$ cat config.mk
export PLATFORM = sky130hd
export DESIGN_NAME = qtl_ctrl
export DESIGN_NICKNAME = d
export VERILOG_FILES = /design/src/sv/qtl_pkg.sv /design/src/sv/qtl_ctrl.sv
export SDC_FILE = /design/constraint.sdc
export NUM_CORES = 1
export LEC_CHECK = 0
export BUFFER_PORTS_ARGS = -buffer_cell sky130_fd_sc_hd__buf_2
export CAP_MARGIN = 20
export CORE_AREA = 3 3 40 42
export DETAILED_ROUTE_END_ITERATION = 8
export DIE_AREA = 0 0 43 45
export GPL_TIMING_DRIVEN = 0
export PLACE_DENSITY = 0.74
export SETUP_SLACK_MARGIN = 0.2
export SYNTH_ARGS = -nofsm -noshare
export SYNTH_HDL_FRONTEND = slang
export SYNTH_SLANG_ARGS = --single-unit
$ cat constraint.sdc
create_clock -name clk -period 2.2 [get_ports clk]
set_input_delay 0.22 -clock clk [delete_from_list [all_inputs] [get_ports clk]]
set_output_delay 0.22 -clock clk [all_outputs]
set_load 0.1 [all_outputs]
$ cat src/sv/qtl_pkg.sv
`default_nettype none
package qtl_pkg;

	localparam int MAX_SIDE   = 16;
	localparam int MAX_TASKS  = 8;
	localparam int MAX_LEVELS = 5;
	localparam int RING_SIZE  = 8;
	localparam int NODE_COUNT = 341;
	localparam int RING_DEPTH = NODE_COUNT * RING_SIZE;

	localparam logic REQ_ACQUIRE = 1'b0;
	localparam logic REQ_RELEASE = 1'b1;
	localparam logic EV_GRANT    = 1'b0;
	localparam logic EV_REJECT   = 1'b1;

	localparam logic [1:0] REG_GRID_WIDTH  = 2'd0;
	localparam logic [1:0] REG_GRID_HEIGHT = 2'd1;
	localparam logic [1:0] REG_TASKS       = 2'd2;

	typedef struct packed {
		logic       req_type;
		logic [3:0] cluster_x;
		logic [3:0] cluster_y;
		logic [2:0] task_number;
	} req_t;

	typedef struct packed {
		logic       event_kind;
		logic [3:0] owner_x;
		logic [3:0] owner_y;
		logic [2:0] owner_task;
	} evt_t;

	typedef struct packed {
		logic [4:0] grid_width;
		logic [4:0] grid_height;
		logic [3:0] tasks_per_cluster;
	} cfg_t;

	typedef struct packed {
		logic clr_restart;
		logic clr_step;
		logic load;
		logic holder_drop;
		logic rd_node;
		logic acq_upd;
		logic rel_upd;
		logic gn_init;
		logic gn_ring_rd;
		logic gn_descend;
		logic set_reject;
		logic set_grant_req;
		logic set_grant_root;
		logic out_load;
	} cmd_t;

	typedef struct packed {
		logic cfg_wr;
		logic clr_last;
		logic bad;
		logic is_holder;
		logic rtype;
		logic full;
		logic held;
		logic rel_pending;
		logic last_lv;
		logic lv_zero;
		logic out_free;
	} sts_t;

	// Node numbering: leaves first, then each coarser level after it.
	function automatic logic [8:0] node_idx(input logic [3:0] x, input logic [3:0] y,
			input logic [2:0] lv);
		logic [8:0] r;
		unique case (lv)
			3'd0: r = {1'b0, y, x};
			3'd1: r = 9'd256 + {3'b0, y[3:1], x[3:1]};
			3'd2: r = 9'd320 + {5'b0, y[3:2], x[3:2]};
			3'd3: r = 9'd336 + {7'b0, y[3], x[3]};
			default: r = 9'd340;
		endcase
		return r;
	endfunction

endpackage
`default_nettype wire

$ cat src/sv/qtl_ctrl.sv
`default_nettype none
module qtl_ctrl
	import qtl_pkg::*;
(
	input  wire logic clk,
	input  wire logic arst_n,
	input  wire logic in_valid,
	output logic      in_ready,
	input  wire sts_t sts,
	output cmd_t      cmd
);

	localparam logic [3:0] S_CLEAR  = 4'd0;
	localparam logic [3:0] S_IDLE   = 4'd1;
	localparam logic [3:0] S_CHECK  = 4'd2;
	localparam logic [3:0] S_AQ_RD  = 4'd3;
	localparam logic [3:0] S_AQ_UPD = 4'd4;
	localparam logic [3:0] S_RL_RD  = 4'd5;
	localparam logic [3:0] S_RL_UPD = 4'd6;
	localparam logic [3:0] S_GN_RD  = 4'd7;
	localparam logic [3:0] S_GN_RRD = 4'd8;
	localparam logic [3:0] S_GN_USE = 4'd9;
	localparam logic [3:0] S_EMIT   = 4'd10;

	logic [3:0] state_q;
	logic [3:0] state_d;

	always_ff @(posedge clk or negedge arst_n) begin
		if (!arst_n) begin
			state_q <= S_CLEAR;
		end else begin
			state_q <= state_d;
		end
	end

	always_comb begin
		cmd      = '0;
		state_d  = state_q;
		in_ready = (state_q == S_IDLE) && !sts.cfg_wr;
		if (sts.cfg_wr) begin
			cmd.clr_restart = 1'b1;
			state_d         = S_CLEAR;
		end else begin
			unique case (state_q)
				S_CLEAR: begin
					cmd.clr_step = 1'b1;
					if (sts.clr_last) state_d = S_IDLE;
				end
				S_IDLE: begin
					if (in_valid) begin
						cmd.load = 1'b1;
						state_d  = S_CHECK;
					end
				end
				S_CHECK: begin
					if (sts.bad || (sts.rtype == REQ_ACQUIRE && sts.is_holder) ||
							(sts.rtype == REQ_RELEASE && !sts.is_holder)) begin
						cmd.set_reject = 1'b1;
						state_d        = S_EMIT;
					end else if (sts.rtype == REQ_ACQUIRE) begin
						state_d = S_AQ_RD;
					end else begin
						cmd.holder_drop = 1'b1;
						state_d         = S_RL_RD;
					end
				end
				S_AQ_RD: begin
					cmd.rd_node = 1'b1;
					state_d     = S_AQ_UPD;
				end
				S_AQ_UPD: begin
					if (sts.full) begin
						cmd.set_reject = 1'b1;
						state_d        = S_EMIT;
					end else begin
						cmd.acq_upd = 1'b1;
						if (!sts.held) begin
							state_d = S_IDLE;
						end else if (sts.last_lv) begin
							cmd.set_grant_req = 1'b1;
							state_d           = S_EMIT;
						end else begin
							state_d = S_AQ_RD;
						end
					end
				end
				S_RL_RD: begin
					cmd.rd_node = 1'b1;
					state_d     = S_RL_UPD;
				end
				S_RL_UPD: begin
					cmd.rel_upd = 1'b1;
					if (sts.rel_pending && sts.last_lv) begin
						cmd.gn_init = 1'b1;
						state_d     = S_GN_RD;
					end else if (sts.last_lv) begin
						state_d = S_IDLE;
					end else begin
						state_d = S_RL_RD;
					end
				end
				S_GN_RD: begin
					cmd.rd_node = 1'b1;
					state_d     = S_GN_RRD;
				end
				S_GN_RRD: begin
					cmd.gn_ring_rd = 1'b1;
					state_d        = S_GN_USE;
				end
				S_GN_USE: begin
					if (sts.lv_zero) begin
						cmd.set_grant_root = 1'b1;
						state_d            = S_EMIT;
					end else begin
						cmd.gn_descend = 1'b1;
						state_d        = S_GN_RD;
					end
				end
				S_EMIT: begin
					if (sts.out_free) begin
						cmd.out_load = 1'b1;
						state_d      = S_IDLE;
					end
				end
				default: state_d = S_IDLE;
			endcase
		end
	end

	a_ready_only_idle: assert property (@(posedge clk) disable iff (!arst_n)
		in_ready |-> (state_q == S_IDLE) && !cmd.out_load && !cmd.clr_step)
		else $error("input taken while busy");
	a_clear_no_update: assert property (@(posedge clk) disable iff (!arst_n)
		(state_q == S_CLEAR) |-> !(cmd.acq_upd || cmd.rel_upd || cmd.out_load))
		else $error("lock update during clearing pass");
	a_check_after_load: assert property (@(posedge clk) disable iff (!arst_n)
		cmd.load |=> (state_q == S_CHECK) || $past(sts.cfg_wr))
		else $error("accepted request not checked");

endmodule
`default_nettype wire

==> out/qor.txt, run 1 <==
# nets final = 129
HP Class = in2reg
Detailed placer's ending HPWL = 1.31 mm
CTS Buf Count = 3
Initial Util = 42.8%
Crit-path max FO = 10
Initial antenna violation count = 0
Setup bufs post-CTS = 0
RSZ-0062 raised after global routing = true
RR Startpoint = state_q[3]
CTS tree = done
Number of synthesized register bits = 4
Crit end category = primary output
Detail Route Antenna Nets = 0
Worst reg2reg path depth = 4
Yosys warning count = 0
Worst Tran Pin Value = 0.488 ns
GRT Residual Overflow = 0
Largest regs = state_q x4
Die X = 43 um
CP max stage delay = 0.41 ns
Setup ws final = 0.214 ns
Yosys cell types = 30
Clk_lat worst skew = 0.25 ns
Worst reg-to-reg setup slack = 0.65 ns
DR vias = 740
Pre-CTS setup slack = 0.235 ns
Gpl congestion = 0.852
Seq/Total Area, Yosys = 18.2%
Worst setup SP type = flop
Slew Limit Fails = 0
Clock Path Buffers = 2
Max cap viols = 0
CP top delay family = simple AND/OR/NAND/NOR gates
Worst vdd ir = 0.165 mV
Setup violators final = 0
PwrDens = 379 mW/mm2
LEAKAGE = 0.000399 uW
Antenna cell count = 0
Core box area = 0.00128 mm2
CTS Sinks = 4
Clock-pin slew on the worst setup and hold paths = 0.04 ns
H-tree Lvls = 1
Fin Setup TNS = 0 ns
Iteration-0 DRC Markers = 32
Number of vias per cell = 5.74
Max reg flops = 4
Worst Path Buf+Inv = 2
Synth Instances = 82
Final period util = 90.3%
Peak Freq = 504 MHz
Hold path depth = 3
Slowest cell on crit path = or3_4
Root buffer cell = clkbuf_4
Final hold viol count = 0
First-pass GRT wire length = 2.82 mm
Share of cells above drive strength 1 = 50.0%
Synth Cell Area = 551 um2
Worst Hold Launch = sts[0]
Syn Nets = 96
Worst path depth = 4
Residual DRC = 0
Row Count = 13
Port bufs = 27
Layout Skew = 0.00576 ns
Capturing point of the worst reg2reg path = state_q[1]
Number of global-route vias before repair = 638
Max-slew headroom = 67.7%
CP required = 1.98 ns
Worst Path Class, Setup = reg2out
CP Cell Sequence = buf_4, or3_4, nor4_4, buf_6
GR Util All Layers = 19.1%
Mean cell area of the mapped netlist = 6.71 um2
DRT Pass-1 Iters = 4
Die Span Y = 45 um
Top reg by flops = state_q
Io pins = 29
WHS Endpoint = state_q[3]
Arr. time, crit path = 1.77 ns
Average wire per standard cell = 13.7 um
Largest net degree at the start of global routing = 11
WL final = 1.76 mm
Outcome = complete, no violations
Area growth, synth to finish = 63.6%
Final min period = 1.99 ns
Die Area = 0.00194 mm2
==> worst register-to-register path, cell delays in order, from the launching register on <==
cell       delay (ns)
dfrtp_2          0.46
nand2b_2         0.30
a2111oi_0        0.42
a211oi_1         0.10
o21ai_0          0.18
==> cell usage in the layout (no fill, tap or decap), drive strengths merged <==
cell type     n
a211oi        5
inv           7
nor4b         2
or3           3
o22ai         1
nand2         5
a31oi         3
o31ai         2
o211ai        1
buf          30
dfrtp         4
a2111oi       1
or2           1
xnor2         2
nor4          2
nand2b        4
or3b          1
a21oi         5
o221ai        1
dlygate4sd3   1
nand3         1
and3b         1
and2          1
clkbuf        8
nor2          6
and3          1
o21ai         3
nor3         12
==> per-stage QoR <==
| stage | cells | power [uW] | cell area, um2 | util [%] | hold WS, ns |
|---|---|---|---|---|---|
| floorplan | 82 | 191 | 667 | - | -0.0756 |
| global placement | 124 | 223 | 821 | 63.9 | 0.0232 |
| detailed placement | 124 | 225 | 821 | 63.9 | 0.0296 |
| CTS | 129 | 337 | 875 | 68.1 | 0.284 |
| global route | 129 | 354 | 901 | 70.1 | 0.303 |
| finish | 129 | 341 | 901 | 70.1 | 0.286 |
==> final cells by class <==
cell class              count  area [um2]
plain buffers               7        42.5
clock buffers               4        26.3
fillers                   113         384
inverters                   7        26.3
multi-input cells          64         512
flip-flops and latches      4         101
well taps                  15        18.8
repair buffers             28         174
==> Yosys cell counts <==
master / number / area share, %
a21oi_1: 5 / 4.5
and3b_1: 1 / 1.6
or3b_4: 1 / 2.0
or3_4: 1 / 2.0
buf_2: 3 / 2.7
dfrtp_1: 4 / 18
clkbuf_1: 2 / 1.4
buf_4: 2 / 2.7
or2_1: 1 / 1.1
or3_1: 2 / 2.3
nor2_1: 6 / 4.1
nand2_1: 5 / 3.4
o21ai_0: 3 / 2.7
nand3_1: 1 / 0.91
and3_1: 1 / 1.1
o22ai_1: 1 / 1.1
nand2b_1: 3 / 3.4
nor4_1: 2 / 2.3
inv_1: 7 / 4.8
o221ai_1: 1 / 1.6
xnor2_1: 2 / 3.2
nor3_1: 12 / 11
a2111oi_0: 1 / 1.6
a211oi_1: 5 / 6.8
and2_1: 1 / 1.1
nand2b_2: 1 / 1.6
o31ai_1: 2 / 2.7
o211ai_1: 1 / 1.4
nor4b_1: 2 / 3.2
a31oi_1: 3 / 3.4
==> power by group <==
group / internal (uW) / switching, uW / total [uW]
Combinational: 48.3 / 105 / 153
Clock: 68.6 / 38.8 / 107
Sequential: 76.8 / 3.79 / 80.6
Total: 194 / 148 / 341
==> metal layers <==
metal / share of wire (%) / track usage [%] / wire length [um] / vias to the layer above
li1: - / - / - / 364
met1: 44 / 27.3 / 777 / 336
met2: 47 / 29.9 / 835 / 38
met3: 7.3 / 1.20 / 129 / 2
met4: 1.2 / 8.43 / 21 / 0
met5: 0 / 0 / 0 / -
==> how the worst max path moves through the flow <==
| stage | from | slack [ns] | endpoint |
|---|---|---|---|
| after floorplan | state_q[1] | -0.22 | cmd[8] |
| after global placement | state_q[1] | 0.24 | cmd[2] |
| after detailed placement | state_q[1] | 0.23 | cmd[2] |
| after CTS | state_q[1] | 0.11 | cmd[2] |
| after global routing | state_q[1] | 0.15 | cmd[2] |
| final | state_q[1] | 0.21 | cmd[2] |
==> repair_timing <==
action	in CTS	in global routing
hold buffers	1	0
pin swaps	0	0
hold endpoints to repair	4	0
endpoints found under the setup margin	6	6
resized for setup	7	10
==> kinds of logic (layout without fill, tap and decap cells) <==
kind of cell	after synthesis	count (layout)	share of synthesized area, %
XOR/XNOR	2	2	3.18
flip-flops	4	4	18.2
buffers and inverters	14	46	11.6
AO/OA/AOI/OAI	22	22	25.9
AND/OR/NAND/NOR	40	40	41.1
No activity file was read; power rests on OpenSTA's default activity.
==> run 2: changes to the inputs <==
--- a/config.mk
+++ b/config.mk
@@ -11,7 +11,7 @@
 export DETAILED_ROUTE_END_ITERATION = 8
 export DIE_AREA = 0 0 43 45
 export GPL_TIMING_DRIVEN = 0
-export PLACE_DENSITY = 0.74
+export PLACE_DENSITY_LB_ADDON = 0.2
 export SETUP_SLACK_MARGIN = 0.2
 export SYNTH_ARGS = -nofsm -noshare
 export SYNTH_HDL_FRONTEND = slang
==> run 2 against run 1 <==
  * Worst hold slack worse by 0.0037 ns
  * Die area stayed put
  * First-iteration DRC count is 6.3% lower
  * Critical path type unchanged
  * Critical path depth stayed put
  * Cell area is 0.83% lower
  * Highest routed layer unchanged
  * Worst setup slack better by 0.024 ns
  * Via count is 3.0% higher
  * Register-to-register slack worse by 0.06 ns
  * Clock skew is 0.0051 ns higher
  * Global-route usage is 0.85 points lower
==> out/qor.txt, run 2 (synthesis gave the netlist of run 1 again) <==
Share of cells above drive strength 1 = 49.1%
Hold path depth = 3
Worst setup SP type = flop
Peak Freq = 510 MHz
RSZ-0062 raised after global routing = true
GRT Residual Overflow = 0
Worst Hold Launch = sts[0]
LEAKAGE = 0.000398 uW
Design area = 893 um2
Worst Tran Pin Value = 0.488 ns
Slowest cell on crit path = or3_4
# nets final = 129
Die X = 43 um
Detailed placer's ending HPWL = 1.26 mm
Met2 usage = 32.0%
Top reg by flops = state_q
Worst reg-to-reg setup slack = 0.59 ns
Clk_lat worst skew = 0.24 ns
DR vias = 762
Capturing point of the worst reg2reg path = state_q[1]
Max-slew headroom = 66.6%
Final period util = 89.2%
Detail Route Antenna Nets = 0
CTS Buf Count = 3
Worst Path Class, Setup = reg2out
Row Count = 13
GR Util All Layers = 18.3%
Gr busiest metal = met2
Pre-CTS setup slack = 0.241 ns
Initial antenna violation count = 0
Residual DRC = 0
CP top delay family = simple AND/OR/NAND/NOR gates
Setup ws final = 0.238 ns
Placed cell areas = 821 um2
Area growth, synth to finish = 62.3%
Met1 Use GR = 24.0%
Die Span Y = 45 um
Port bufs = 27
RR Startpoint = state_q[3]
CTS Sinks = 4
Outcome = complete, no violations
Max reg flops = 4
Worst Path Buf+Inv = 2
CTS tree = done
CP max stage delay = 0.42 ns
Slew Limit Fails = 0
PwrDens = 369 mW/mm2
Most frequent cells in the layout = buf_2, inv_1
Worst reg2reg path depth = 4
Die Area = 0.00194 mm2
WL final = 1.63 mm
Arr. time, crit path = 1.74 ns
Iteration-0 DRC Markers = 30
Final hold viol count = 0
Average wire per standard cell = 12.6 um
Commonest non-fill, non-tap cell in the layout = buf_2
H-tree Lvls = 1
Crit end category = primary output
CP required = 1.98 ns
Gpl congestion = 0.938
Worst vdd ir = 0.220 mV
First-pass GRT wire length = 2.75 mm
Layout Skew = 0.0108 ns
Largest net degree at the start of global routing = 11
CP Cell Sequence = buf_2, or3_4, nor4_4, buf_6
Largest regs = state_q x4
Io pins = 29
Number of global-route vias before repair = 653
DRT Pass-1 Iters = 4
Setup violators final = 0
Util after Layout = 69.5%
WHS Endpoint = state_q[3]
Fin Hold WS = 0.283 ns
Max cap viols = 0
Crit-path max FO = 10
HP Class = in2reg
Final min period = 1.96 ns
Core box area = 0.00128 mm2
Antenna cell count = 0
Number of vias per cell = 5.91
Root buffer cell = clkbuf_4
Initial Util = 42.8%
Clock Path Buffers = 2
Clock-pin slew on the worst setup and hold paths = 0.04 ns
Met3 Resource Use GR = 2.79%
## run 2: cell types whose count changed in the layout (fill, tap and decap cells not counted)
cell and change:
buf_8 -1, buf_2 +1, a211oi_2 -1, a211oi_1 +1
buf_4 -1, buf_6 +2, clkbuf_4 -1
## run 2: through the flow
stage,cells,total power (uW),setup TNS [ns]
after floorplan,82,191,-0.446
after global placement,124,223,0
after detailed placement,124,224,0
after CTS,129,329,0
after global routing,129,351,0
final,129,329,0
## run 2: repair_timing
action                                  4_1_cts  5_1_grt
hold buffers                                  1        0
endpoints found under the hold margin         4        0
buffers inserted                              0        0
resized for setup                             7        8
endpoints found under the setup margin        6        7
pin swaps                                     0        0
## run 2: cell type report
type | instances | area, um2
multi-input cells | 64 | 507
clock buffers | 4 | 26.3
inverters | 7 | 26.3
plain buffers | 7 | 40.0
well taps | 15 | 18.8
repair buffers | 28 | 174
fillers | 113 | 392
flip-flops and latches | 4 | 101
## run 2: metal layers
layer  vias up  wire (um)
li1        366          -
met1       357        675
met2        35        811
met3         4        126
met4         0         16
met5         -          0
## run 2: worst max path at each step
| stage | from | endpoint | slack, ns | depth (start not counted) |
|---|---|---|---|---|
| after global routing | state_q[1] | cmd[2] | 0.16 | 4 |
| after detailed placement | state_q[1] | cmd[2] | 0.24 | 4 |
| after global placement | state_q[1] | cmd[2] | 0.26 | 4 |
| final | state_q[1] | cmd[2] | 0.24 | 4 |
| after CTS | state_q[1] | cmd[2] | 0.12 | 4 |
| after floorplan | state_q[1] | cmd[8] | -0.22 | 3 |
## run 2: worst min-delay path, stage by stage
cell,delay [ns]
buf_2,0.09
or3_4,0.12
o31ai_1,0.06
## run 2: power by group
group / leakage [uW] / switching, uW / internal [uW]
sequential: 0.0000532 / 3.18 / 76.8
combinational: 0.000330 / 102 / 47.6
clock: 0.0000150 / 31.3 / 68.1
==> run 3: changes to the inputs <==
--- a/config.mk
+++ b/config.mk
@@ -7,9 +7,11 @@
 export LEC_CHECK = 0
 export BUFFER_PORTS_ARGS = -buffer_cell sky130_fd_sc_hd__buf_2
 export CAP_MARGIN = 20
-export CORE_AREA = 3 3 40 42
+export CELL_PAD_IN_SITES_DETAIL_PLACEMENT = 2
+export CELL_PAD_IN_SITES_GLOBAL_PLACEMENT = 2
+export CORE_MARGIN = 2
+export CORE_UTILIZATION = 23
 export DETAILED_ROUTE_END_ITERATION = 8
-export DIE_AREA = 0 0 43 45
 export GPL_TIMING_DRIVEN = 0
 export PLACE_DENSITY_LB_ADDON = 0.2
 export SETUP_SLACK_MARGIN = 0.2
==> run 3 against run 2 <==
  * Die area is 45% higher
  * Final cell count is 10% higher
  * Clock skew is 0.0016 ns lower
  * Combinational power is 5% higher
  * Non-clock buffer count stayed put
  * Register-to-register slack hardly changed
  * Largest power group unchanged
==> out/qor.txt, run 3 (synthesis gave the netlist of run 1 again) <==
Gpl congestion = 0.742
Final hold viol count = 0
Most frequent cells in the layout = buf_2, clkbuf_4, inv_1
Worst Path Class, Setup = reg2out
Iteration-0 DRC Markers = 7
Peak Freq = 515 MHz
Commonest non-fill, non-tap cell in the layout = buf_2
Seq pwr share = 23.4%
Worst setup SP type = flop
Sw Share = 43.9%
First-pass GRT wire length = 3.57 mm
Crit-path max FO = 10
Max reg flops = 4
GRT Residual Overflow = 0
Clk pwr share = 31.1%
Finished Layout Cells = 142
Clock Path Buffers = 2
Setup violators final = 0
Internal Power = 194 uW
Worst Tran Pin Value = 0.487 ns
Largest regs = state_q x4
DR vias = 765
Pre-CTS setup slack = 0.213 ns
Outcome = complete, no violations
Clock-pin slew on the worst setup and hold paths = 0.05 ns
HP Class = in2reg
Capturing point of the worst reg2reg path = state_q[1]
Final min period = 1.94 ns
PwrDens = 370 mW/mm2
Detailed placer's ending HPWL = 1.72 mm
Io pins = 29
Gate power share = 45.6%
Area growth, synth to finish = 69.5%
Detail Route Antenna Nets = 0
RR Startpoint = state_q[3]
Inst Count DP = 137
CTS Buf Count = 3
CTS tree = done
Die Area = 0.00280 mm2
Switching power = 152 uW
Slew Limit Fails = 0
Max cap viols = 0
Die X = 52.9 um
Die Span Y = 52.9 um
Row Count = 17
Antenna cell count = 0
LEAKAGE = 0.000397 uW
Number of global-route vias before repair = 740
Util after Layout = 41.8%
Filler instances = 270
Worst vdd ir = 0.229 mV
Crit end category = primary output
Worst Hold Launch = sts[0]
Largest net degree at the start of global routing = 11
WL final = 2.21 mm
RSZ-0062 raised after global routing = true
# nets final = 129
H-tree Lvls = 1
Share of cells above drive strength 1 = 50.0%
Layout Skew = 0.00918 ns
Port bufs = 27
Top reg by flops = state_q
CP required = 1.98 ns
Setup ws final = 0.258 ns
Max-slew headroom = 67.7%
Root buffer cell = clkbuf_4
Initial Util = 24.6%
GR Util All Layers = 17.8%
CTS Sinks = 4
Core box area = 0.00223 mm2
Clk_lat worst skew = 0.25 ns
DRT Pass-1 Iters = 4
Worst reg-to-reg setup slack = 0.60 ns
Arr. time, crit path = 1.72 ns
Residual DRC = 0
Final period util = 88.3%
Number of vias per cell = 5.39
WHS Endpoint = state_q[3]
Initial antenna violation count = 0
Average wire per standard cell = 15.5 um
Worst reg2reg path depth = 4
Hold path depth = 3
==> run 3: changes by cell type in the layout (fill, tap and decap cells not counted) <==
| cell | previous run | this run |
|---|---|---|
| buf_8 | 0 | 1 |
| nor3_2 | 3 | 4 |
| buf_6 | 3 | 2 |
| nor3_1 | 5 | 4 |
| clkbuf_2 | 2 | 1 |
| clkbuf_4 | 4 | 10 |
| buf_2 | 23 | 18 |
==> run 3: worst max path at each step <==
stage / from / to / slack (ns) / cells after the start
6_report: state_q[1] / cmd[2] / 0.26 / 4
5_1_grt: state_q[0] / cmd[3] / 0.18 / 6
4_1_cts: state_q[0] / cmd[3] / 0.15 / 6
3_5_place_dp: state_q[0] / cmd[3] / 0.21 / 6
3_3_place_gp: state_q[1] / cmd[2] / 0.24 / 4
2_1_floorplan: state_q[1] / cmd[8] / -0.22 / 3
==> run 3: critical path: stages, from the launching register on <==
cell	delay, ns
dfrtp_1	0.39
buf_6	0.16
or3_4	0.40
nor4_4	0.27
buf_6	0.26
==> run 3: cell type report <==
class | count | area, um2 | area share [%]
plain buffers | 7 | 46.3 | 4.96
clock buffers | 4 | 26.3 | 2.82
inverters | 7 | 26.3 | 2.82
multi-input cells | 64 | 512 | 54.8
flip-flops and latches | 4 | 101 | 10.9
well taps | 28 | 35.0 | 3.75
repair buffers | 28 | 186 | 20.0
==> run 3: power by group through the flow <==
| stage | clock network, uW | registers [uW] | logic [uW] |
|---|---|---|---|
| final | 107 | 80.7 | 157 |
| after detailed placement | 0 | 81.4 | 150 |
| after global placement | 0 | 81.4 | 147 |
| after CTS | 113 | 80.9 | 155 |
| after global routing | 122 | 81.3 | 169 |
| after floorplan | 0 | 80.2 | 111 |
==> run 3: repair_timing <==
item / 4_1_cts / 5_1_grt
hold buffers: 1 / 0
setup buffers: 0 / 0
endpoints found under the hold margin: 4 / 0
gates resized for setup: 9 / 14
endpoints found under the setup margin: 9 / 11
==> run 3: per-layer routing <==
| layer | vias up | track usage [%] | part of all wire (%) |
|---|---|---|---|
| met4 | 0 | 1.28 | 0 |
| met3 | 0 | 4.52 | 4.9 |
| met2 | 21 | 29.2 | 49 |
| met5 | - | 0 | 0 |
| li1 | 367 | - | - |
| met1 | 377 | 24.4 | 46 |
==> run 3: through the flow <==
stage	instance area, um2	TNS (ns)	total power [uW]	hold slack [ns]
after floorplan	667	-0.446	191	-0.0756
after global placement	837	0	229	0.0230
after detailed placement	837	0	232	0.0302
after CTS	898	0	348	0.290
after global routing	933	0	373	0.300
final	933	0	345	0.298
